File: src/sv/tbs_pkg.sv
package tbs_pkg;

  // fixed field widths
  localparam int unsigned SAMPLE_W  = 20;
  localparam int unsigned POS_W     = 9;
  localparam int unsigned HW_W      = 6;
  localparam int unsigned SUM_W     = 29;
  localparam int unsigned DIV_W     = 7;
  localparam int unsigned RING_AW   = 7;
  localparam int unsigned RING_DEPTH = 1 << RING_AW;
  localparam int unsigned CFG_AW    = 3;
  localparam int unsigned CFG_DW    = 9;

  // register reset values
  localparam logic [POS_W-1:0] LOW_BOUND_RST  = 9'd0;
  localparam logic [POS_W-1:0] HIGH_BOUND_RST = 9'd511;
  localparam logic [POS_W-1:0] LEFT_EDGE_RST  = 9'd192;
  localparam logic [POS_W-1:0] RIGHT_EDGE_RST = 9'd320;
  localparam logic [HW_W-1:0]  HALF_WIDTH_RST = 6'd16;

  typedef enum logic [CFG_AW-1:0] {
    REG_LOW_BOUND  = 3'd0,
    REG_HIGH_BOUND = 3'd1,
    REG_LEFT_EDGE  = 3'd2,
    REG_RIGHT_EDGE = 3'd3,
    REG_HALF_WIDTH = 3'd4
  } cfg_reg_e;

  typedef enum logic [2:0] {
    S_IDLE,
    S_CHECK,
    S_ZONE,
    S_RD_HI,
    S_RD_LO,
    S_DIFF,
    S_DIV,
    S_OUT
  } state_e;

  typedef struct packed {
    logic signed [SAMPLE_W-1:0] sample_value;
    logic                       sample_last;
  } in_word_t;

  typedef struct packed {
    logic signed [SAMPLE_W-1:0] smoothed_value;
    logic [POS_W-1:0]           out_index;
    logic                       out_last;
  } out_word_t;

  typedef struct packed {
    logic [POS_W-1:0] low_bound;
    logic [POS_W-1:0] high_bound;
    logic [POS_W-1:0] left_edge;
    logic [POS_W-1:0] right_edge;
    logic [HW_W-1:0]  half_width;
  } cfg_t;

  // box half-width for one index; pass means copy the sample through
  typedef struct packed {
    logic            pass;
    logic [HW_W-1:0] h;
  } zone_t;

endpackage

File: src/sv/tbs_ram.sv
module tbs_ram (
  input  logic                        clk_i,
  input  logic                        we_i,
  input  logic [tbs_pkg::RING_AW-1:0] waddr_i,
  input  logic [tbs_pkg::SUM_W-1:0]   wdata_i,
  input  logic [tbs_pkg::RING_AW-1:0] raddr_i,
  output logic [tbs_pkg::SUM_W-1:0]   rdata_o
);
  import tbs_pkg::*;

  logic [SUM_W-1:0] mem [RING_DEPTH];
  logic [SUM_W-1:0] rdata_q;

  always_ff @(posedge clk_i) begin
    if (we_i) begin
      mem[waddr_i] <= wdata_i;
    end
    rdata_q <= mem[raddr_i];
  end

  assign rdata_o = rdata_q;

endmodule

File: config.mk
export PLATFORM = sky130hd
export DESIGN_NAME = tbs_ram
export DESIGN_NICKNAME = d
export VERILOG_FILES = /design/src/sv/tbs_pkg.sv /design/src/sv/tbs_ram.sv
export SDC_FILE = /design/constraint.sdc
export NUM_CORES = 2
export LEC_CHECK = 0
export ABC_CLOCK_PERIOD_IN_PS = 11300
export BUFFER_PORTS_ARGS = -buffer_cell sky130_fd_sc_hd__buf_4
export CAP_MARGIN = 20
export CORE_ASPECT_RATIO = 0.9
export CORE_MARGIN = 1
export CORE_UTILIZATION = 35
export DETAILED_ROUTE_END_ITERATION = 12
export REMOVE_ABC_BUFFERS = 1
export SETUP_SLACK_MARGIN = 0.15
export SYNTH_ARGS = -nofsm -noshare
export SYNTH_HDL_FRONTEND = slang
export SYNTH_SLANG_ARGS = --single-unit
File: constraint.sdc
create_clock -name clk_i -period 11.3 [get_ports clk_i]
set_input_delay 2.26 -clock clk_i [delete_from_list [all_inputs] [get_ports clk_i]]
set_output_delay 2.26 -clock clk_i [all_outputs]
set_load 0.01 [all_outputs]
==> results.py <==
metrics = {
    "status": {
        "status": "finished, final reports clean",
    },
    "die": {
        "start_util_pct": 35.2,
        "dieHeight_um": 606,
        "core_mm2": 0.403,
        "die_w_um": 673,
        "fp.dieArea_mm2": 0.407,
        "io_pins": 74,
        "fp-row-count": 221,
    },
    "yosys": {
        "synth_commonest_cells": "edfxtp_1 (3712), mux4_2 (1218), clkbuf_1 (145)",
        "synth_compound_area_share_pct": 0,
        "ys_ff_latch": 3741,
        "synth_warnings": 0,
        "netlist.area_leader.share_pct": 78.7,
        "synth-xor-area-share_pct": 0,
        "synthArstFlopShare_pct": 0,
        "synthMuxAreaShare_pct": 19.6,
        "ys.flop_type": "edfxtp_1",
        "synth-edff-count": 3712,
        "synth.distinct_cells": 17,
        "synth_area_mm2": 0.142,
        "synth_most_common_cell": "edfxtp_1",
        "synth_seq_area_share_pct": 79.1,
        "synth_top_family_by_area": "multiplexers",
        "postSynthAreaPerCell_um2": 26.0,
        "synth_fa_ha_area_share_pct": 0,
        "synth_simple_gate_area_share_pct": 0.492,
        "synth_cells": 5445,
        "synth_area_leaders": "edfxtp_1 (79%), mux4_2 (19%), dfxtp_1 (0.41%)",
        "yosys.area.top_type": "edfxtp_1",
    },
    "worst_setup_path": {
        "reg2reg_depth": 4,
        "critPathMaxStageDelay_ps": 710,
        "cpMostUsedCell": "mux4_2",
        "worstPathArrival_ps": 6230,
        "cp_cell_sequence": "buf_8, buf_4, buf_4, mux4_2, mux4_2, mux4_2, mux2_2",
        "setup.worst_path.start_class": "input port",
        "worstPathMaxFanout": 54,
        "critPathCaptureType": "flip-flop",
        "cp.required_ps": 12100,
        "crit_slowest_cell": "mux4_2",
        "criticalPathCategory": "input port to flip-flop",
    },
    "clock_network": {
        "root_buffer": "clkbuf_16",
        "cts_buffers": 369,
        "ctsResizeCount": 0,
        "tritoncts": "done",
        "cts_setup_buffers": 0,
        "ctsHoldBuffers": 0,
        "clock_latency_ps": 940,
        "ctsLongestPathBuffers": 4,
        "htreeDepth": 5,
        "cts_num_sinks": 3741,
        "path_clk_slew_ps": 60,
    },
    "routing": {
        "dr.first_iter.drc_count": 8676,
        "vias": 63700,
        "drc": 0,
        "drtAntennaViolNets": 0,
        "routed_wl_um": 375000,
        "firstDrtPassIters": 6,
        "via_per_inst": 5.55,
        "drt-wirelength-per-cell_um": 32.7,
    },
    "global_route": {
        "use_met3_pct": 3.87,
        "use_met2_pct": 29.9,
        "met1_usage_pct": 24.7,
        "grt_remaining_overflow": 0,
        "grt_max_degree": 133,
        "grt_pass1_vias": 64400,
        "grt_use_total_pct": 18.2,
        "busiest_layer": "met2",
        "grt_first_pass_wirelength_um": 518000,
        "antenna_found_initial": 55,
    },
    "timing": {
        "fin_crit_ps": 5430,
        "setup_tns_ps": 0,
        "worst_pin_slew_ps": 1170,
        "fmax_mhz": 184,
        "slew_viol_final": 0,
        "hold_viol": 0,
        "grt_setup_unrepaired": "false",
        "period_share_pct": 48.0,
        "clock_skew_ps": 69.3,
        "finalSetupViolCount": 0,
        "slew_headroom_pct": 21.9,
    },
    "power": {
        "ir_worst_vdd_v": 0.000131,
        "power-per-cell-area_mw_per_mm2": 179,
        "p_leak_nw": 49.0,
    },
    "finish": {
        "drive_gt1_share_pct": 35.8,
        "fin_area_mm2": 0.163,
        "area_growth_pct": 14.7,
        "nNetsFinal": 5848,
    },
    "placement": {
        "placed_cell_area_mm2": 0.150,
        "gp_congestion": 0.791,
        "io_buffers": 73,
        "place_hpwl_um": 198000,
    },
    "worst_hold_path": {
        "hold_depth": 4,
        "worstHoldPathType": "flip-flop to flip-flop",
    },
    "flow_run": {
        "maxCapViolations": 0,
    },
}
## final timing paths
path / from / end / slack, ps
setup / recovery: raddr_i[2] / rdata_o[5] / 5870
hold / removal: mem[103][28] / rdata_o[28] / 1110
setup reg to reg: mem[87][5] / rdata_o[5] / 8560
hold reg to reg: mem[103][28] / rdata_o[28] / 1110
## cell type report
| class | instances | area, µm² |
|---|---|---|
| fillers | 34400 | 240000 |
| flip-flops and latches | 3741 | 112000 |
| multi-input cells | 1417 | 29400 |
| clock buffers | 470 | 9900 |
| well taps | 5352 | 6700 |
| repair buffers | 274 | 2290 |
| clock inverters | 201 | 2130 |
| diodes | 28 | 70.1 |
## flip-flops by register name, summed over array words and instances (netlist names)
name,cells
mem,3712
rdata_o,29
## through the flow
stage / utilization, % / std cells / setup WS, ps / power (mW) / hold WS, ps
after floorplan: - / 5158 / 6040 / 16.2 / 1070
after global placement: 37.3 / 10800 / 4830 / 17.1 / 1110
after detailed placement: 37.3 / 10800 / 4830 / 17.2 / 1110
after CTS: 40.3 / 11500 / 5790 / 29.4 / 1130
after global routing: 40.3 / 11500 / 5640 / 29.9 / 1130
final: 40.3 / 11500 / 5870 / 29.1 / 1110
## report_power, final
| part | internal (mW) | switching [mW] | leakage [nW] | total [mW] |
|---|---|---|---|---|
| combinational | 0.558 | 0.898 | 9.51 | 1.46 |
| sequential | 15.3 | 0.0696 | 33.6 | 15.4 |
| clock | 7.10 | 5.19 | 5.88 | 12.3 |
## per-layer routing
metal	up-vias	share of wire, %
met3	493	8.9
met4	14	2.9
met1	35500	40
met5	-	0.022
met2	2975	49
li1	24700	-
## logic make-up (layout without fill, tap and decap cells)
kind of cell	count (synthesis)	count (layout)
buffers and inverters	287	945
other	0	28
AND/OR/NAND/NOR	170	170
flip-flops	3741	3741
multiplexers	1247	1247
## worst max-delay path: cells and delay by family
| family | cells | cell delay, ps |
|---|---|---|
| buffers and inverters | 3 | 1720 |
| multiplexers | 4 | 2050 |
## cells in the final DEF (no fill, tap or decap), types with 2 or more instances in the layout
cell        netlist  layout
buf_12            0      15
buf_4             1     255
buf_8             0       3
bufinv_16         0      39
clkbuf_1        145      78
clkbuf_16         0     374
clkbuf_8          0      18
clkinv_1          0      63
clkinv_16         0       2
clkinv_2          0      64
clkinv_4          0       8
clkinv_8          0       4
clkinvlp_4        0      10
dfxtp_1          29      29
diode_2           0      28
edfxtp_1       3712    3712
inv_16            0       3
inv_6             0       8
mux2_2           29      29
mux4_2         1218    1218
nand2_1          14      11
nand2_2           0       3
nand2b_1          2       2
nand3_1          12       8
nand3_2           0       4
nand4_1           3       3
nor2_1          122       3
nor2_4            0     119
nor2b_1           7       7
nor3_2            0       9
No activity file was read; power rests on OpenSTA's default activity.
