**config.mk**
```make
export PLATFORM = sky130hd
export DESIGN_NAME = tbs_div
export DESIGN_NICKNAME = d
export VERILOG_FILES = /design/src/sv/tbs_pkg.sv /design/src/sv/tbs_div.sv
export SDC_FILE = /design/constraint.sdc
export NUM_CORES = 1
export LEC_CHECK = 0
export BUFFER_PORTS_ARGS = -buffer_cell sky130_fd_sc_hd__buf_4
export CAP_MARGIN = 20
export CORE_MARGIN = 2
export CORE_UTILIZATION = 55
export DETAILED_ROUTE_END_ITERATION = 10
export PLACE_DENSITY_LB_ADDON = 0.08
export SLEW_MARGIN = 20
export SYNTH_ARGS = -nofsm -noshare
export SYNTH_HDL_FRONTEND = slang
export SYNTH_SLANG_ARGS = --single-unit
```
**constraint.sdc**
```tcl
create_clock -name clk_i -period 6 [get_ports clk_i]
set_input_delay 0.6 -clock clk_i [delete_from_list [all_inputs] [get_ports clk_i]]
set_output_delay 0.6 -clock clk_i [all_outputs]
set_load 0.01 [all_outputs]
```
**src/sv/tbs_pkg.sv**
```systemverilog
package tbs_pkg;

  // fixed field widths
  localparam int unsigned SAMPLE_W  = 20;
  localparam int unsigned POS_W     = 9;
  localparam int unsigned HW_W      = 6;
  localparam int unsigned SUM_W     = 29;
  localparam int unsigned DIV_W     = 7;
  localparam int unsigned RING_AW   = 7;
  localparam int unsigned RING_DEPTH = 1 << RING_AW;
  localparam int unsigned CFG_AW    = 3;
  localparam int unsigned CFG_DW    = 9;

  // register reset values
  localparam logic [POS_W-1:0] LOW_BOUND_RST  = 9'd0;
  localparam logic [POS_W-1:0] HIGH_BOUND_RST = 9'd511;
  localparam logic [POS_W-1:0] LEFT_EDGE_RST  = 9'd192;
  localparam logic [POS_W-1:0] RIGHT_EDGE_RST = 9'd320;
  localparam logic [HW_W-1:0]  HALF_WIDTH_RST = 6'd16;

  typedef enum logic [CFG_AW-1:0] {
    REG_LOW_BOUND  = 3'd0,
    REG_HIGH_BOUND = 3'd1,
    REG_LEFT_EDGE  = 3'd2,
    REG_RIGHT_EDGE = 3'd3,
    REG_HALF_WIDTH = 3'd4
  } cfg_reg_e;

  typedef enum logic [2:0] {
    S_IDLE,
    S_CHECK,
    S_ZONE,
    S_RD_HI,
    S_RD_LO,
    S_DIFF,
    S_DIV,
    S_OUT
  } state_e;

  typedef struct packed {
    logic signed [SAMPLE_W-1:0] sample_value;
    logic                       sample_last;
  } in_word_t;

  typedef struct packed {
    logic signed [SAMPLE_W-1:0] smoothed_value;
    logic [POS_W-1:0]           out_index;
    logic                       out_last;
  } out_word_t;

  typedef struct packed {
    logic [POS_W-1:0] low_bound;
    logic [POS_W-1:0] high_bound;
    logic [POS_W-1:0] left_edge;
    logic [POS_W-1:0] right_edge;
    logic [HW_W-1:0]  half_width;
  } cfg_t;

  // box half-width for one index; pass means copy the sample through
  typedef struct packed {
    logic            pass;
    logic [HW_W-1:0] h;
  } zone_t;

endpackage

```
**src/sv/tbs_div.sv**
```systemverilog
module tbs_div (
  input  logic                      clk_i,
  input  logic                      rst_ni,
  input  logic                      start_i,
  input  logic [tbs_pkg::SUM_W-1:0] dividend_i,
  input  logic [tbs_pkg::DIV_W-1:0] divisor_i,
  output logic                      done_o,
  output logic [tbs_pkg::SUM_W-1:0] quotient_o
);
  import tbs_pkg::*;

  localparam int unsigned CNT_W = $clog2(SUM_W + 1);

  logic             busy_q, busy_d;
  logic [CNT_W-1:0] cnt_q, cnt_d;
  logic [SUM_W-1:0] quo_q, quo_d;
  logic [DIV_W-1:0] rem_q, rem_d;
  logic [DIV_W-1:0] div_q, div_d;
  logic [DIV_W:0]   rem_sh;
  logic             fits;

  // one quotient bit a cycle, restoring
  assign rem_sh = {rem_q, quo_q[SUM_W-1]};
  assign fits   = rem_sh >= {1'b0, div_q};

  always_comb begin
    busy_d = busy_q;
    cnt_d  = cnt_q;
    quo_d  = quo_q;
    rem_d  = rem_q;
    div_d  = div_q;
    if (start_i) begin
      busy_d = 1'b1;
      cnt_d  = CNT_W'(SUM_W);
      quo_d  = dividend_i;
      rem_d  = '0;
      div_d  = divisor_i;
    end else if (busy_q) begin
      if (cnt_q != '0) begin
        cnt_d = cnt_q - 1'b1;
        quo_d = {quo_q[SUM_W-2:0], fits};
        rem_d = fits ? DIV_W'(rem_sh - {1'b0, div_q}) : rem_sh[DIV_W-1:0];
      end else begin
        busy_d = 1'b0;
      end
    end
  end

  always_ff @(posedge clk_i or negedge rst_ni) begin
    if (!rst_ni) begin
      busy_q <= 1'b0;
      cnt_q  <= '0;
    end else begin
      busy_q <= busy_d;
      cnt_q  <= cnt_d;
    end
  end

  always_ff @(posedge clk_i) begin
    quo_q <= quo_d;
    rem_q <= rem_d;
    div_q <= div_d;
  end

  assign done_o     = busy_q && (cnt_q == '0);
  assign quotient_o = quo_q;

endmodule

```
==> results.yml <==
run_status:
  status: "complete, no violations"
sta:
  finalCritPeriodShare_pct: 39.49
  slew_viol_final: 0
  finClkSkew_ns: 0.004255
  maxSlewHeadroom_pct: 48.90
  final.setup.tns_ns: 0
  fmax_ghz: 0.4221
  hold_viol: 0
  worstMarginPinSlew_ns: 0.7613
  rsz0062_at_grt: "no"
  finalCriticalPeriod_ns: 2.369
  finalSetupViolations: 0
yosys:
  yosys_warnings: 0
  syn_area_mm2: 0.002396
  postSynthCellCount: 189
  synth_area_per_cell_um2: 12.68
  synth_edf_count: 36
  synth_cell_type_count: 44
  synthFlopType: "edfxtp_1"
  synth-seq-cells: 49
  ys_seq_area_share_pct: 57.23
  async_reset_ff_share_pct: 12.24
  syn-num-nets: 237
power_and_ir_drop:
  p_int_uw: 628.3
  swShare_pct: 29.45
  power_density_mw_per_mm2: 294.1
  switchingPower_uw: 262.2
  peakVddDrop_mv: 0.1848
  clkPwrFrac_pct: 20.6
  leakage_uw: 0.001274
  seq_power_share_pct: 49.4
  pwr-share-comb_pct: 30.0
worst_setup_path:
  cp-start-kind: "flop"
  cp-end-kind: "flop"
  required_ns: 6.21
  crit_type: "flop to flop"
  critPathMaxFanout: 12
  reg2reg_slack_ns: 3.63
  crit_arrival_ns: 2.58
cts:
  cts-hold-fix-buffers: 0
  htreeDepth: 2
  root_buffer: "clkbuf_8"
  clock_path_buffers: 2
  ctsResizeCount: 0
  clkLatencyLatePin_ns: 0.29
  cts_setup_buffers: 0
  cts.clk_slew.worst_paths_ns: 0.08
  cts_buffers: 5
  clock-sinks: 49
  cts_tree: "done"
final_layout:
  diodes: 0
  drive_above_1_share_pct: 42.25
  stdcell_count: 310
  synthToLayoutAreaGrowth_pct: 26.37
  final_cell_mix: "69 x buf_4, 36 x edfxtp_1, 29 x mux2_2"
  final_common_cell: "buf_4"
  fin_nets: 305
detailed_routing:
  vias_per_cell: 5.387
  ant_nets: 0
  drtPass1Iterations: 6
  vias: 1670
  drt_iter0_drc: 140
  wl_per_cell_um: 14.85
  drcViolationCount: 0
  wirelength_mm: 4.602
global_route:
  grt_pass1_vias: 1648
  grt_use_total_pct: 19.47
  grt_pass1_wl_mm: 7.534
  antenna_found_initial: 0
  grt_overflow: 0
  grt_max_degree: 55
floorplanning:
  die_h_um: 70.01
  io-pin-count: 69
  fp.dieW_um: 70.01
  dieArea_mm2: 0.004901
  core_area_mm2: 0.004264
  rows: 24
  initial_core_util_pct: 56.19
worst_hold_path:
  hold_class: "input port to async pin"
placed_design:
  dp.cells: 302
  portBuffers: 68
  gp_congestion: 0.8111
  dpl.hpwl_mm: 3.315
run:
  maxCapViolCount: 0
-- through the flow --
| step | utilization [%] | hold WS, ns | power, uW | setup slack (ns) | area [um2] |
|---|---|---|---|---|---|
| after detailed placement | 69.01 | 0.4111 | 711.6 | 3.496 | 2943 |
| after CTS | 70.89 | 0.08445 | 897.6 | 3.482 | 3023 |
| after global placement | 69.01 | 0.4113 | 705.2 | 3.602 | 2943 |
| after floorplan | - | 0.3044 | 619.2 | 3.626 | 2396 |
| final | 71.01 | 0.09151 | 890.6 | 3.631 | 3028 |
| after global routing | 71.01 | 0.08041 | 945.3 | 3.479 | 3028 |
-- cell type report --
type | instances | area (um2)
Tap cell | 52 | 65.06
Clock buffer | 7 | 76.32
Clock inverter | 1 | 3.754
Sequential cell | 49 | 1371
Fill cell | 319 | 1236
Inverter | 12 | 45.04
Timing Repair Buffer | 69 | 518.0
Multi-Input combinational cell | 120 | 948.4
-- power by group through the flow --
stage               registers (uW)  logic, uW  clock network [uW]
finish                         440        267                 184
CTS                            440        266                 192
global route                   446        296                 203
floorplan                      452        167                   0
detailed placement             447        264                   0
global placement               447        258                   0
-- path summary, 6_finish.rpt --
path                                                from  depth (start not counted)               endpoint
worst max-delay path            quotient_o[28]$_DFFE_PP_                          8  rem_q[4]$_SDFFE_PP0P_
worst min-delay path                              rst_ni                          1   cnt_q[3]$_DFFE_PN0P_
worst max register to register  quotient_o[28]$_DFFE_PP_                          8  rem_q[4]$_SDFFE_PP0P_
worst min register to register     rem_q[6]$_SDFFE_PP0P_                          2  rem_q[6]$_SDFFE_PP0P_
max in group asynchronous                         rst_ni                          1   cnt_q[1]$_DFFE_PN0P_
min in group clk_i                          divisor_i[5]                          1     div_q[5]$_DFFE_PP_
-- state kept, by name, indices dropped and copies added, names as in the netlist --
register    count
cnt_q           5
div_q           7
rem_q           7
busy_q          1
quotient_o     29
-- cell usage after synthesis (2+ instances only) --
cell	count	share of area, %
or3_1	3	0.78
a21oi_1	9	1.9
nor3b_1	2	0.63
nor4_1	2	0.52
inv_1	12	1.9
xnor2_1	2	0.73
nand2_1	4	0.63
or4_1	2	0.63
edfxtp_1	36	45
o21ai_0	2	0.42
ha_1	8	4.2
a31o_1	2	0.73
o21ai_1	2	0.42
clkbuf_1	4	0.63
buf_2	2	0.42
nand2b_1	6	1.6
nor3_1	5	1.0
dfxtp_1	7	5.8
nand3_1	3	0.63
a211oi_2	2	1.0
mux2_2	29	14
nor2_1	16	2.5
dfrtp_1	6	6.3
a311oi_1	3	1.1
-- per-layer routing --
metal,part of all wire (%),up-vias,GRT usage [%]
li1,-,835,-
met2,49,39,30.26
met3,5.8,5,6.782
met4,0.91,0,4.701
met5,0,-,0
met1,44,791,26.44
-- logic make-up (layout without fill, tap and decap cells) --
family,after synthesis,count (layout),synth area share [%]
and+or+nand+nor,50,50,11.12
DFF,49,49,57.23
muxes,30,30,14.05
AOI/OAI and AO/OA,29,29,8.461
buffers and inverters,20,89,3.394
adders and majority gates,9,9,5.013
xor gates and xnor gates,2,2,0.7312
-- critical path: stages, from the launching register on --
cell	delay (ns)
edfxtp_1	0.36
inv_1	0.06
ha_1	0.22
fa_1	0.38
nand2b_2	0.23
a211oi_2	0.24
nor3_2	0.15
or3_1	0.38
a311oi_1	0.25
(Power assumes the default switching activity.)
