==> config.mk <==
export PLATFORM = sky130hd
export DESIGN_NAME = tbs_zone
export DESIGN_NICKNAME = d
export VERILOG_FILES = /design/src/sv/tbs_pkg.sv /design/src/sv/tbs_zone.sv
export SDC_FILE = /design/constraint.sdc
export NUM_CORES = 1
export LEC_CHECK = 0
export BUFFER_PORTS_ARGS = -buffer_cell sky130_fd_sc_hd__clkbuf_2
export CAP_MARGIN = 15
export CELL_PAD_IN_SITES_DETAIL_PLACEMENT = 0
export CELL_PAD_IN_SITES_GLOBAL_PLACEMENT = 2
export CORE_MARGIN = 1.5
export CORE_UTILIZATION = 37
export DETAILED_ROUTE_END_ITERATION = 7
export PLACE_DENSITY_LB_ADDON = 0.1
export SETUP_SLACK_MARGIN = 0.05
export SYNTH_ARGS = -nofsm -noshare
export SYNTH_HDL_FRONTEND = slang
export SYNTH_SLANG_ARGS = --single-unit
==> constraint.sdc <==
create_clock -name vclk -period 12.8
set_input_delay 2.56 -clock vclk [all_inputs]
set_output_delay 2.56 -clock vclk [all_outputs]
set_load 0.05 [all_outputs]
==> src/sv/tbs_pkg.sv <==
package tbs_pkg;

  // fixed field widths
  localparam int unsigned SAMPLE_W  = 20;
  localparam int unsigned POS_W     = 9;
  localparam int unsigned HW_W      = 6;
  localparam int unsigned SUM_W     = 29;
  localparam int unsigned DIV_W     = 7;
  localparam int unsigned RING_AW   = 7;
  localparam int unsigned RING_DEPTH = 1 << RING_AW;
  localparam int unsigned CFG_AW    = 3;
  localparam int unsigned CFG_DW    = 9;

  // register reset values
  localparam logic [POS_W-1:0] LOW_BOUND_RST  = 9'd0;
  localparam logic [POS_W-1:0] HIGH_BOUND_RST = 9'd511;
  localparam logic [POS_W-1:0] LEFT_EDGE_RST  = 9'd192;
  localparam logic [POS_W-1:0] RIGHT_EDGE_RST = 9'd320;
  localparam logic [HW_W-1:0]  HALF_WIDTH_RST = 6'd16;

  typedef enum logic [CFG_AW-1:0] {
    REG_LOW_BOUND  = 3'd0,
    REG_HIGH_BOUND = 3'd1,
    REG_LEFT_EDGE  = 3'd2,
    REG_RIGHT_EDGE = 3'd3,
    REG_HALF_WIDTH = 3'd4
  } cfg_reg_e;

  typedef enum logic [2:0] {
    S_IDLE,
    S_CHECK,
    S_ZONE,
    S_RD_HI,
    S_RD_LO,
    S_DIFF,
    S_DIV,
    S_OUT
  } state_e;

  typedef struct packed {
    logic signed [SAMPLE_W-1:0] sample_value;
    logic                       sample_last;
  } in_word_t;

  typedef struct packed {
    logic signed [SAMPLE_W-1:0] smoothed_value;
    logic [POS_W-1:0]           out_index;
    logic                       out_last;
  } out_word_t;

  typedef struct packed {
    logic [POS_W-1:0] low_bound;
    logic [POS_W-1:0] high_bound;
    logic [POS_W-1:0] left_edge;
    logic [POS_W-1:0] right_edge;
    logic [HW_W-1:0]  half_width;
  } cfg_t;

  // box half-width for one index; pass means copy the sample through
  typedef struct packed {
    logic            pass;
    logic [HW_W-1:0] h;
  } zone_t;

endpackage

==> src/sv/tbs_zone.sv <==
module tbs_zone #(
  parameter int unsigned SAMPLES        = 512,
  parameter int unsigned MAX_HALF_WIDTH = 32
) (
  input  logic [$clog2(SAMPLES+1)-1:0] idx_i,
  input  tbs_pkg::cfg_t                cfg_i,
  output tbs_pkg::zone_t               zone_o
);
  import tbs_pkg::*;

  localparam int unsigned CNT_W = $clog2(SAMPLES + 1);
  localparam int unsigned IDX_W = ((CNT_W > POS_W + 1) ? CNT_W : POS_W + 1) + 2;
  localparam logic [HW_W-1:0] MaxW = HW_W'(MAX_HALF_WIDTH);

  logic [HW_W-1:0]         w;
  logic signed [IDX_W-1:0] i_s, w_s, lo_s, hi_s, le_s, re_s;
  logic signed [IDX_W-1:0] le_far, re_far, hi_lim, a_left, b_right, a_right, end_right;
  logic signed [IDX_W-1:0] dl, dr;
  logic [HW_W-1:0]         h;

  assign w    = (cfg_i.half_width > MaxW) ? MaxW : cfg_i.half_width;
  assign i_s  = $signed({{(IDX_W-CNT_W){1'b0}}, idx_i});
  assign w_s  = $signed({{(IDX_W-HW_W){1'b0}}, w});
  assign lo_s = $signed({{(IDX_W-POS_W){1'b0}}, cfg_i.low_bound});
  assign hi_s = $signed({{(IDX_W-POS_W){1'b0}}, cfg_i.high_bound});
  assign le_s = $signed({{(IDX_W-POS_W){1'b0}}, cfg_i.left_edge});
  assign re_s = $signed({{(IDX_W-POS_W){1'b0}}, cfg_i.right_edge});

  assign le_far    = le_s - (w_s <<< 1);
  assign re_far    = re_s + (w_s <<< 1);
  assign hi_lim    = hi_s - w_s - IDX_W'(1);
  assign a_left    = (lo_s + w_s > le_far) ? lo_s + w_s : le_far;
  assign b_right   = (re_far - IDX_W'(1) < hi_lim) ? re_far - IDX_W'(1) : hi_lim;
  assign a_right   = (re_far < hi_lim) ? re_far : hi_lim;
  assign end_right = $signed(IDX_W'(SAMPLES)) - w_s - IDX_W'(1);
  assign dl        = le_s - i_s;
  assign dr        = i_s - re_s;

  // later zone wins
  always_comb begin
    h = '0;
    if (i_s >= a_left && i_s < le_s) begin
      h = HW_W'(dl[IDX_W-1:1]) + 1'b1;
    end
    if (i_s <= b_right && i_s > re_s) begin
      h = HW_W'(dr[IDX_W-1:1]) + 1'b1;
    end
    if (i_s >= w_s + IDX_W'(1) && i_s < le_far) begin
      h = w;
    end
    if (i_s >= a_right && i_s < end_right) begin
      h = w;
    end
  end

  assign zone_o.h    = h;
  assign zone_o.pass = (w == '0) || (h == '0);

endmodule

==> out/metrics.csv, run 1 <==
metric;value;unit
fin_util;42.3;%
synth.top_cell.area_share;32.9;%
ys_types;75;
worst_slew_pin_slew;0.794;ns
maxSlewViolCount;0;
first_pass_iters;5;
dieWidth;121;um
hold_buffers;0;
pwr-share-clk;0;%
crit_type;in -> out;
dpl.hpwl;14.3;mm
antenna_found_initial;0;
synth_most_common_cell;ha_1;
syn_inst;677;
fin_ws;0.675;ns
ys_warn_count;0;
comb_power_share;100.0;%
portBuffers;59;
relSlewSlack;46.7;%
avgSynthCellArea;7.58;um2
dieArea;14600;um2
syn2layout_area_growth;10.5;%
worstSetupEndpointType;output pin;
row_count;42;
p_leak;2.94;nW
num_vias;5132;
drive_gt1_share;12.0;%
diodes;0;
netSwitchingFraction;60.1;%
drv_cap;0;
grt.total_usage;23.0;%
max_freq;0.0825;GHz
grt_pass1_vias;4948;
required;10.24;ns
first_iter_violations;244;
slowest_stage;maj3_1;
drt-vias-per-instance;5.63;
fin_total_pwr;461;uW
power.density;81.3;nW/um2
gp_congestion;0.850;
synthTopCellsByArea;ha_1 (33%), xnor2_1 (6.1%), inv_1 (5.9%);
arrival;9.57;ns
avgRoutedWirePerCell;18.2;um
post_cts_buffers;0;
pre_cts_ws;0.457;ns
ant_nets;0;
power.internal;184;uW
grt_max_degree;15;
rsz0062_at_grt;false;
hp-class;in -> out;
syn-num-nets;870;
drt-total-wl;16.6;mm
drc;0;
yosysSeqAreaShare;0;%
critPathLaunchType;input pin;
grt_first_pass_wirelength;26.6;mm
die_y;121;um
n_fill_cell;1454;
n_clock_buffer;0;
finalHoldViolCount;0;
nets;931;
period_share;94.7;%
netlist_area;5130;um2
start_util;38.3;%
finalCriticalPeriod;12.13;ns
p_sw;277;uW
crit_path_max_fanout;10;
gr-total-overflow;0;
ios;59;
core-area;13400;um2
peakVddDrop;0.0426;mV
setup_viol_count_final;0;
sequentialPowerShare;0;%
outcome;finished clean;
critPathMaxStageDelay;0.58;ns
synth_commonest_cells;ha_1 (135), inv_1 (81), a21oi_1 (45), nand2_1 (38);
path_common_cell;a21oi_1;
synth_top_area_cell;ha_1;
seqCellArea;0;um2
fin_tns_setup;0;ns
design.seq.count;0;
[layer usage]
metal | up-vias | share of wire [%] | track usage, %
li1 | 2621 | - | -
met1 | 2392 | 52 | 34.5
met3 | 8 | 5.0 | 1.89
met4 | 0 | 0.40 | 0.956
met2 | 111 | 42 | 37.5
met5 | - | 0 | 0
[cells in the final DEF, fill, tap and decap left out, types with 6 or more instances in the layout]
| cell type | count |
|---|---|
| buf_4 | 9 |
| inv_1 | 81 |
| nand4_1 | 8 |
| fa_1 | 6 |
| nand3_1 | 21 |
| a21o_1 | 26 |
| clkbuf_2 | 59 |
| nor2b_1 | 15 |
| mux2i_1 | 19 |
| o211ai_1 | 7 |
| a31oi_1 | 6 |
| a211oi_1 | 8 |
| xor2_1 | 14 |
| and2_1 | 6 |
| nand2_1 | 38 |
| nor3_1 | 11 |
| and3_1 | 14 |
| xnor2_1 | 36 |
| nor2_1 | 33 |
| ha_1 | 135 |
| a21oi_1 | 45 |
| o21ai_0 | 35 |
[critical path, delay by kind of cell]
kind	cells	cell delay (ns)
simple gates	4	1.08
xor+xnor	1	0.33
compound gates	12	2.56
fa+ha+maj	5	1.76
buf+inv	5	0.81
mux	2	0.47
[metrics by stage]
step / std cells / cell area [um2] / hold WS [ns]
floorplan: 677 / 5130 / 5.61
global placement: 912 / 5660 / 6.02
detailed placement: 912 / 5660 / 6.03
CTS: 912 / 5660 / 6.03
global route: 912 / 5670 / 6.10
finish: 912 / 5670 / 6.03
[cell families (layout without fill, tap and decap cells)]
group           after synthesis  in the layout  synth area share (%)
buf+inv                      90            149                  6.92
simple gates                179            179                  18.3
xor+xnor                     50             50                  8.53
fa+ha+maj                   142            142                  35.4
mux                          21             21                  4.14
other cells                   1              1                0.0731
compound gates              194            194                  26.6
[power by group through the flow]
| stage | clock [mW] | sequential (mW) | combinational [mW] |
|---|---|---|---|
| global placement | 0 | 0 | 0.451 |
| detailed placement | 0 | 0 | 0.457 |
| CTS | 0 | 0 | 0.460 |
| global route | 0 | 0 | 0.515 |
| floorplan | 0 | 0 | 0.339 |
| finish | 0 | 0 | 0.461 |
[repair_timing]
| action | CTS | global route |
|---|---|---|
| gates resized for setup | 0 | 2 |
| setup endpoints to repair | 0 | 2 |
| endpoints found under the hold margin | 0 | 0 |
[final cells by class]
cell class	count	area, um2	area share (%)
inverter	81	304	5.36
multi-input combinational	587	4780	84.4
timing repair buffer	68	363	6.40
tap	176	220	3.88
[final timing paths]
path,startpoint,to,cells after the start
worst min-delay path,cfg_i[16],zone_o[0],6
worst max-delay path,cfg_i[5],zone_o[6],29
(Power assumes the default switching activity.)
==> run 2: changes to the inputs <==
--- a/config.mk
+++ b/config.mk
@@ -8,9 +8,9 @@
 export BUFFER_PORTS_ARGS = -buffer_cell sky130_fd_sc_hd__clkbuf_2
 export CAP_MARGIN = 15
 export CELL_PAD_IN_SITES_DETAIL_PLACEMENT = 0
-export CELL_PAD_IN_SITES_GLOBAL_PLACEMENT = 2
+export CELL_PAD_IN_SITES_GLOBAL_PLACEMENT = 1
 export CORE_MARGIN = 1.5
-export CORE_UTILIZATION = 37
+export CORE_UTILIZATION = 46
 export DETAILED_ROUTE_END_ITERATION = 7
 export PLACE_DENSITY_LB_ADDON = 0.1
 export SETUP_SLACK_MARGIN = 0.05
==> run 2 against run 1 <==
Against the previous run: worst setup slack worse by 0.17 ns; sequential cell count unchanged; die area shrank 19%; non-clock buffer count did not move; first-iteration DRC count rose by 51%; core utilization is 9.6 points higher; combinational power decreased by 1%; critical path depth is 1 higher; power is 1.4% lower; largest power group unchanged.
==> out/metrics.csv, run 2 (synthesized netlist as in run 1, its figures left out) <==
metric;value;unit;change
drt-vias-per-instance;5.95;;+5.7%
portBuffers;59;;unchanged
n_fill_cell;1079;;-26%
crit_path_max_fanout;10;;unchanged
path_common_cell;inv_1;;
fin_util;52.0;%;+9.6 points
grt_first_pass_wirelength;24.2;mm;-9.0%
first_pass_iters;5;;unchanged
drv_cap;0;;unchanged
critPathLaunchType;input pin;;
slowest_stage;maj3_1;;
n_clock_buffer;0;;unchanged
min-delay-start;cfg_i[4];;
diodes;0;;unchanged
num_vias;5208;;+1.5%
dp.cells;876;;-3.9%
setup_viol_count_final;0;;unchanged
seqCellArea;0;um2;unchanged
grt_max_degree;15;;unchanged
peakVddDrop;0.104;mV;+140%
period_share;96.0;%;+1.3 points
nets;931;;unchanged
fin_tns_setup;0;ns;unchanged
worst_slew_pin_slew;0.748;ns;-0.0451 ns
max_freq;0.0814;GHz;-1.3%
drt-total-wl;15.5;mm;-6.7%
critPathTopFamily;compound AO/OA/AOI/OAI gates;;
fin_area;5630;um2;-0.68%
first_iter_violations;369;;+51%
design.seq.count;0;;unchanged
stdcell_count;876;;-3.9%
power.density;80.7;nW/um2;-0.70%
finalHoldViolCount;0;;unchanged
hold_buffers;0;;unchanged
min_to;zone_o[6];;
start_util;47.3;%;+9.0 points
multi_input_area;4790;um2;+0.13%
cp_num_buf_inv;6;;+1
maxSlewViolCount;0;;unchanged
rsz0062_at_grt;false;;
p_leak;2.95;nW;about the same
critPathMaxStageDelay;0.58;ns;about the same
final_cell_mix;ha_1 (135), inv_1 (81), clkbuf_2 (59);;
syn2layout_area_growth;9.75;%;
worstSetupEndpointType;output pin;;
gr-total-overflow;0;;unchanged
ant_nets;0;;unchanged
crit_type;in -> out;;
final_common_cell;ha_1;;
post_cts_buffers;0;;unchanged
drive_gt1_share;12.1;%;+0.14 points
grt_pass1_vias;4703;;-5.0%
die_y;109;um;-10%
relSlewSlack;49.7;%;+3.0 points
dpl.hpwl;13.1;mm;-8.2%
avgRoutedWirePerCell;17.6;um;-2.8%
row_count;38;;-9.5%
outcome;finished clean;;
arrival;9.73;ns;+0.16 ns
antenna_found_initial;0;;unchanged
hp-class;in -> out;;
ios;59;;unchanged
postPlaceCellArea;5620;um2;-0.80%
core-area;10800;um2;-19%
hold_slack;5.99;ns;-0.0358 ns
required;10.24;ns;about the same
dieWidth;109;um;-10%
gp_congestion;0.918;;+8.1%
dieArea;11800;um2;-19%
finalCriticalPeriod;12.29;ns;+0.166 ns
drc;0;;unchanged
hold_path_depth;6;;unchanged
grt.total_usage;26.0;%;+3.0 points
## run 2: worst max-delay path by stage
stage	startpoint	endpoint	slack [ns]	depth (start not counted)
floorplan	cfg_i[5]	zone_o[6]	1.58	28
CTS	cfg_i[5]	zone_o[6]	0.47	30
global placement	cfg_i[5]	zone_o[6]	0.57	28
global route	cfg_i[5]	zone_o[6]	0.09	30
detailed placement	cfg_i[5]	zone_o[6]	0.49	30
finish	cfg_i[5]	zone_o[6]	0.51	30
## run 2: layout make-up
class              count  area share [%]
multi-input cells    587            85.1
inverters             81            5.40
well taps            140            3.11
repair buffers        68            6.44
## run 2: repair_timing
action | in CTS | in global routing
setup endpoints to repair | 0 | 1
resized for setup | 0 | 2
hold endpoints to repair | 0 | 0
## run 2: layer usage
layer / global-route usage [%] / wire length (um) / vias to the layer above
met4: 2.26 / 97 / 0
met5: 0 / 0 / -
met1: 39.0 / 7670 / 2416
met2: 42.7 / 6730 / 154
met3: 0.956 / 954 / 13
li1: - / - / 2625
## run 2: where the power goes
group | internal (mW) | switching [mW]
Sequential | 0 | 0
Combinational | 0.184 | 0.271
Clock | 0 | 0
Total | 0.184 | 0.271
## run 2: per-stage QoR
stage,setup WS [ns],power [mW]
after CTS,0.469,0.450
after global routing,0.0859,0.505
after detailed placement,0.486,0.447
after global placement,0.565,0.436
final,0.509,0.455
after floorplan,1.58,0.339
## run 2: worst min-delay path: cells and delay by family
kind            cells  cell delay (ns)
simple gates        2             0.21
buf+inv             3             0.44
compound gates      1             0.21
==> run 3: changes to the inputs <==
==> constraint.sdc (replaced) <==
create_clock -name vclk -period 12.8
set_input_delay 0 -clock vclk [all_inputs]
set_output_delay 0 -clock vclk [all_outputs]
set_load 0.05 [all_outputs]
==> run 3 against run 2 <==
Against the previous run: core utilization down 0.61 points; combinational power about the same; critical path depth unchanged; first-iteration DRC count up 3.8%; global-route usage up 0.56 points; clock-buffer cell count unchanged; maximum frequency up 57%; non-clock buffer count down 7; die area unchanged; highest routed layer unchanged.
==> out/metrics.csv, run 3 (synthesized netlist as in run 1, its figures left out) <==
metric;value;unit;change
start_util;47.3;%;unchanged
final_cell_mix;ha_1 (135), inv_1 (81), clkbuf_2 (59);;
gp_congestion;0.875;;-4.7%
antenna_found_initial;0;;unchanged
num_vias;5185;;-0.44%
max_freq;0.128;GHz;+57%
avgRoutedWirePerCell;17.9;um;+1.4%
crit_path_max_fanout;13;;+3
hold_buffers;0;;unchanged
fin_tns_setup;0;ns;unchanged
dieArea;11800;um2;unchanged
diodes;0;;unchanged
portBuffers;59;;unchanged
ant_nets;0;;unchanged
comb_power_share;100.0;%;about the same
drt-total-wl;15.5;mm;+0.60%
finalHoldViolCount;0;;unchanged
drv_cap;0;;unchanged
grt_max_degree;15;;unchanged
first_iter_violations;383;;+3.8%
dpl.hpwl;13.2;mm;+0.41%
p_sw;273;uW;+0.92%
row_count;38;;unchanged
worst_slew_pin_slew;0.975;ns;+0.226 ns
hold_slack;0.890;ns;-5.10 ns
ios;59;;unchanged
netSwitchingFraction;60.1;%;+0.55 points
setup_viol_count_final;0;;unchanged
multi_input_area;4780;um2;-0.29%
worstSetupEndpointType;output pin;;
power.density;81.7;nW/um2;+1.2%
finalCriticalPeriod;7.84;ns;-4.45 ns
cts-resized-gates;0;;unchanged
dieWidth;109;um;unchanged
p_leak;2.91;nW;-1.2%
path_common_cell;inv_1;;
fin_area;5570;um2;-1.2%
critPathMaxStageDelay;0.73;ns;+0.15 ns
arrival;7.84;ns;-1.89 ns
required;12.80;ns;+2.56 ns
nets;924;;-0.75%
first_pass_iters;5;;unchanged
grt_first_pass_wirelength;24.7;mm;+2.2%
critPathLaunchType;input pin;;
outcome;finished clean;;
sequentialPowerShare;0;%;unchanged
maxSlewViolCount;0;;unchanged
dp.cells;868;;-0.91%
fin_ws;4.96;ns;+4.45 ns
drt-vias-per-instance;5.97;;+0.36%
die_y;109;um;unchanged
postPlaceCellArea;5560;um2;-1.1%
drc;0;;unchanged
period_share;61.3;%;-35 points
n_clock_buffer;0;;unchanged
power.internal;181;uW;-1.4%
crit_type;in -> out;;
seqCellArea;0;um2;unchanged
design.seq.count;0;;unchanged
stdcell_count;869;;-0.80%
drive_gt1_share;11.0;%;-1.1 points
syn2layout_area_growth;8.46;%;
relSlewSlack;34.7;%;-15 points
gr-total-overflow;0;;unchanged
final_common_cell;ha_1;;
pre_cts_ws;5.12;ns;+4.64 ns
slowest_stage;a31oi_1;;
grt_pass1_vias;4934;;+4.9%
grt.total_usage;26.6;%;+0.56 points
post_cts_buffers;0;;unchanged
hp-class;in -> out;;
peakVddDrop;0.101;mV;-2.3%
pwr-share-clk;0;%;unchanged
n_fill_cell;1074;;-0.46%
core-area;10800;um2;unchanged
rsz0062_at_grt;false;;
[run 3: cell count changes in the layout (fill, tap and decap cells not counted), sizes merged]
cell,previous run,this run
buf,9,2
[run 3: cell type report]
cell class | count | area share (%)
Inverter | 81 | 5.46
Multi-Input combinational cell | 587 | 85.8
Tap cell | 140 | 3.15
Timing Repair Buffer | 61 | 5.57
[run 3: per-stage QoR]
stage / total power [mW] / utilization [%]
after global placement: 0.434 / 51.3
after CTS: 0.448 / 51.3
after floorplan: 0.339 / -
after detailed placement: 0.446 / 51.3
after global routing: 0.506 / 51.4
final: 0.455 / 51.4
[run 3: path summary, 6_finish.rpt]
path / from / to / slack (ns) / cells past startpoint
max: cfg_i[5] / zone_o[6] / 4.96 / 30
min: cfg_i[3] / zone_o[6] / 0.89 / 6
[run 3: power groups by stage]
stage | Clock (mW) | Sequential (mW) | Combinational [mW]
floorplan | 0 | 0 | 0.339
global placement | 0 | 0 | 0.434
detailed placement | 0 | 0 | 0.446
CTS | 0 | 0 | 0.448
global route | 0 | 0 | 0.506
finish | 0 | 0 | 0.455
[run 3: worst max-delay path: cells and delay by family]
kind,cells,cell delay [ns]
AND/OR/NAND/NOR,2,0.44
multiplexers,1,0.37
buffers and inverters,7,1.45
adder cells (fa/ha/maj),5,1.61
XOR/XNOR,2,0.70
AO/OA/AOI/OAI,13,3.25
[run 3: routing by layer]
metal  global-route usage (%)  routed length [um]  vias up
met1                     38.2                7600     2389
met5                        0                   0        -
met2                     45.1                6890      165
li1                         -                   -     2606
met3                     1.20                 825       25
met4                     3.01                 229        0
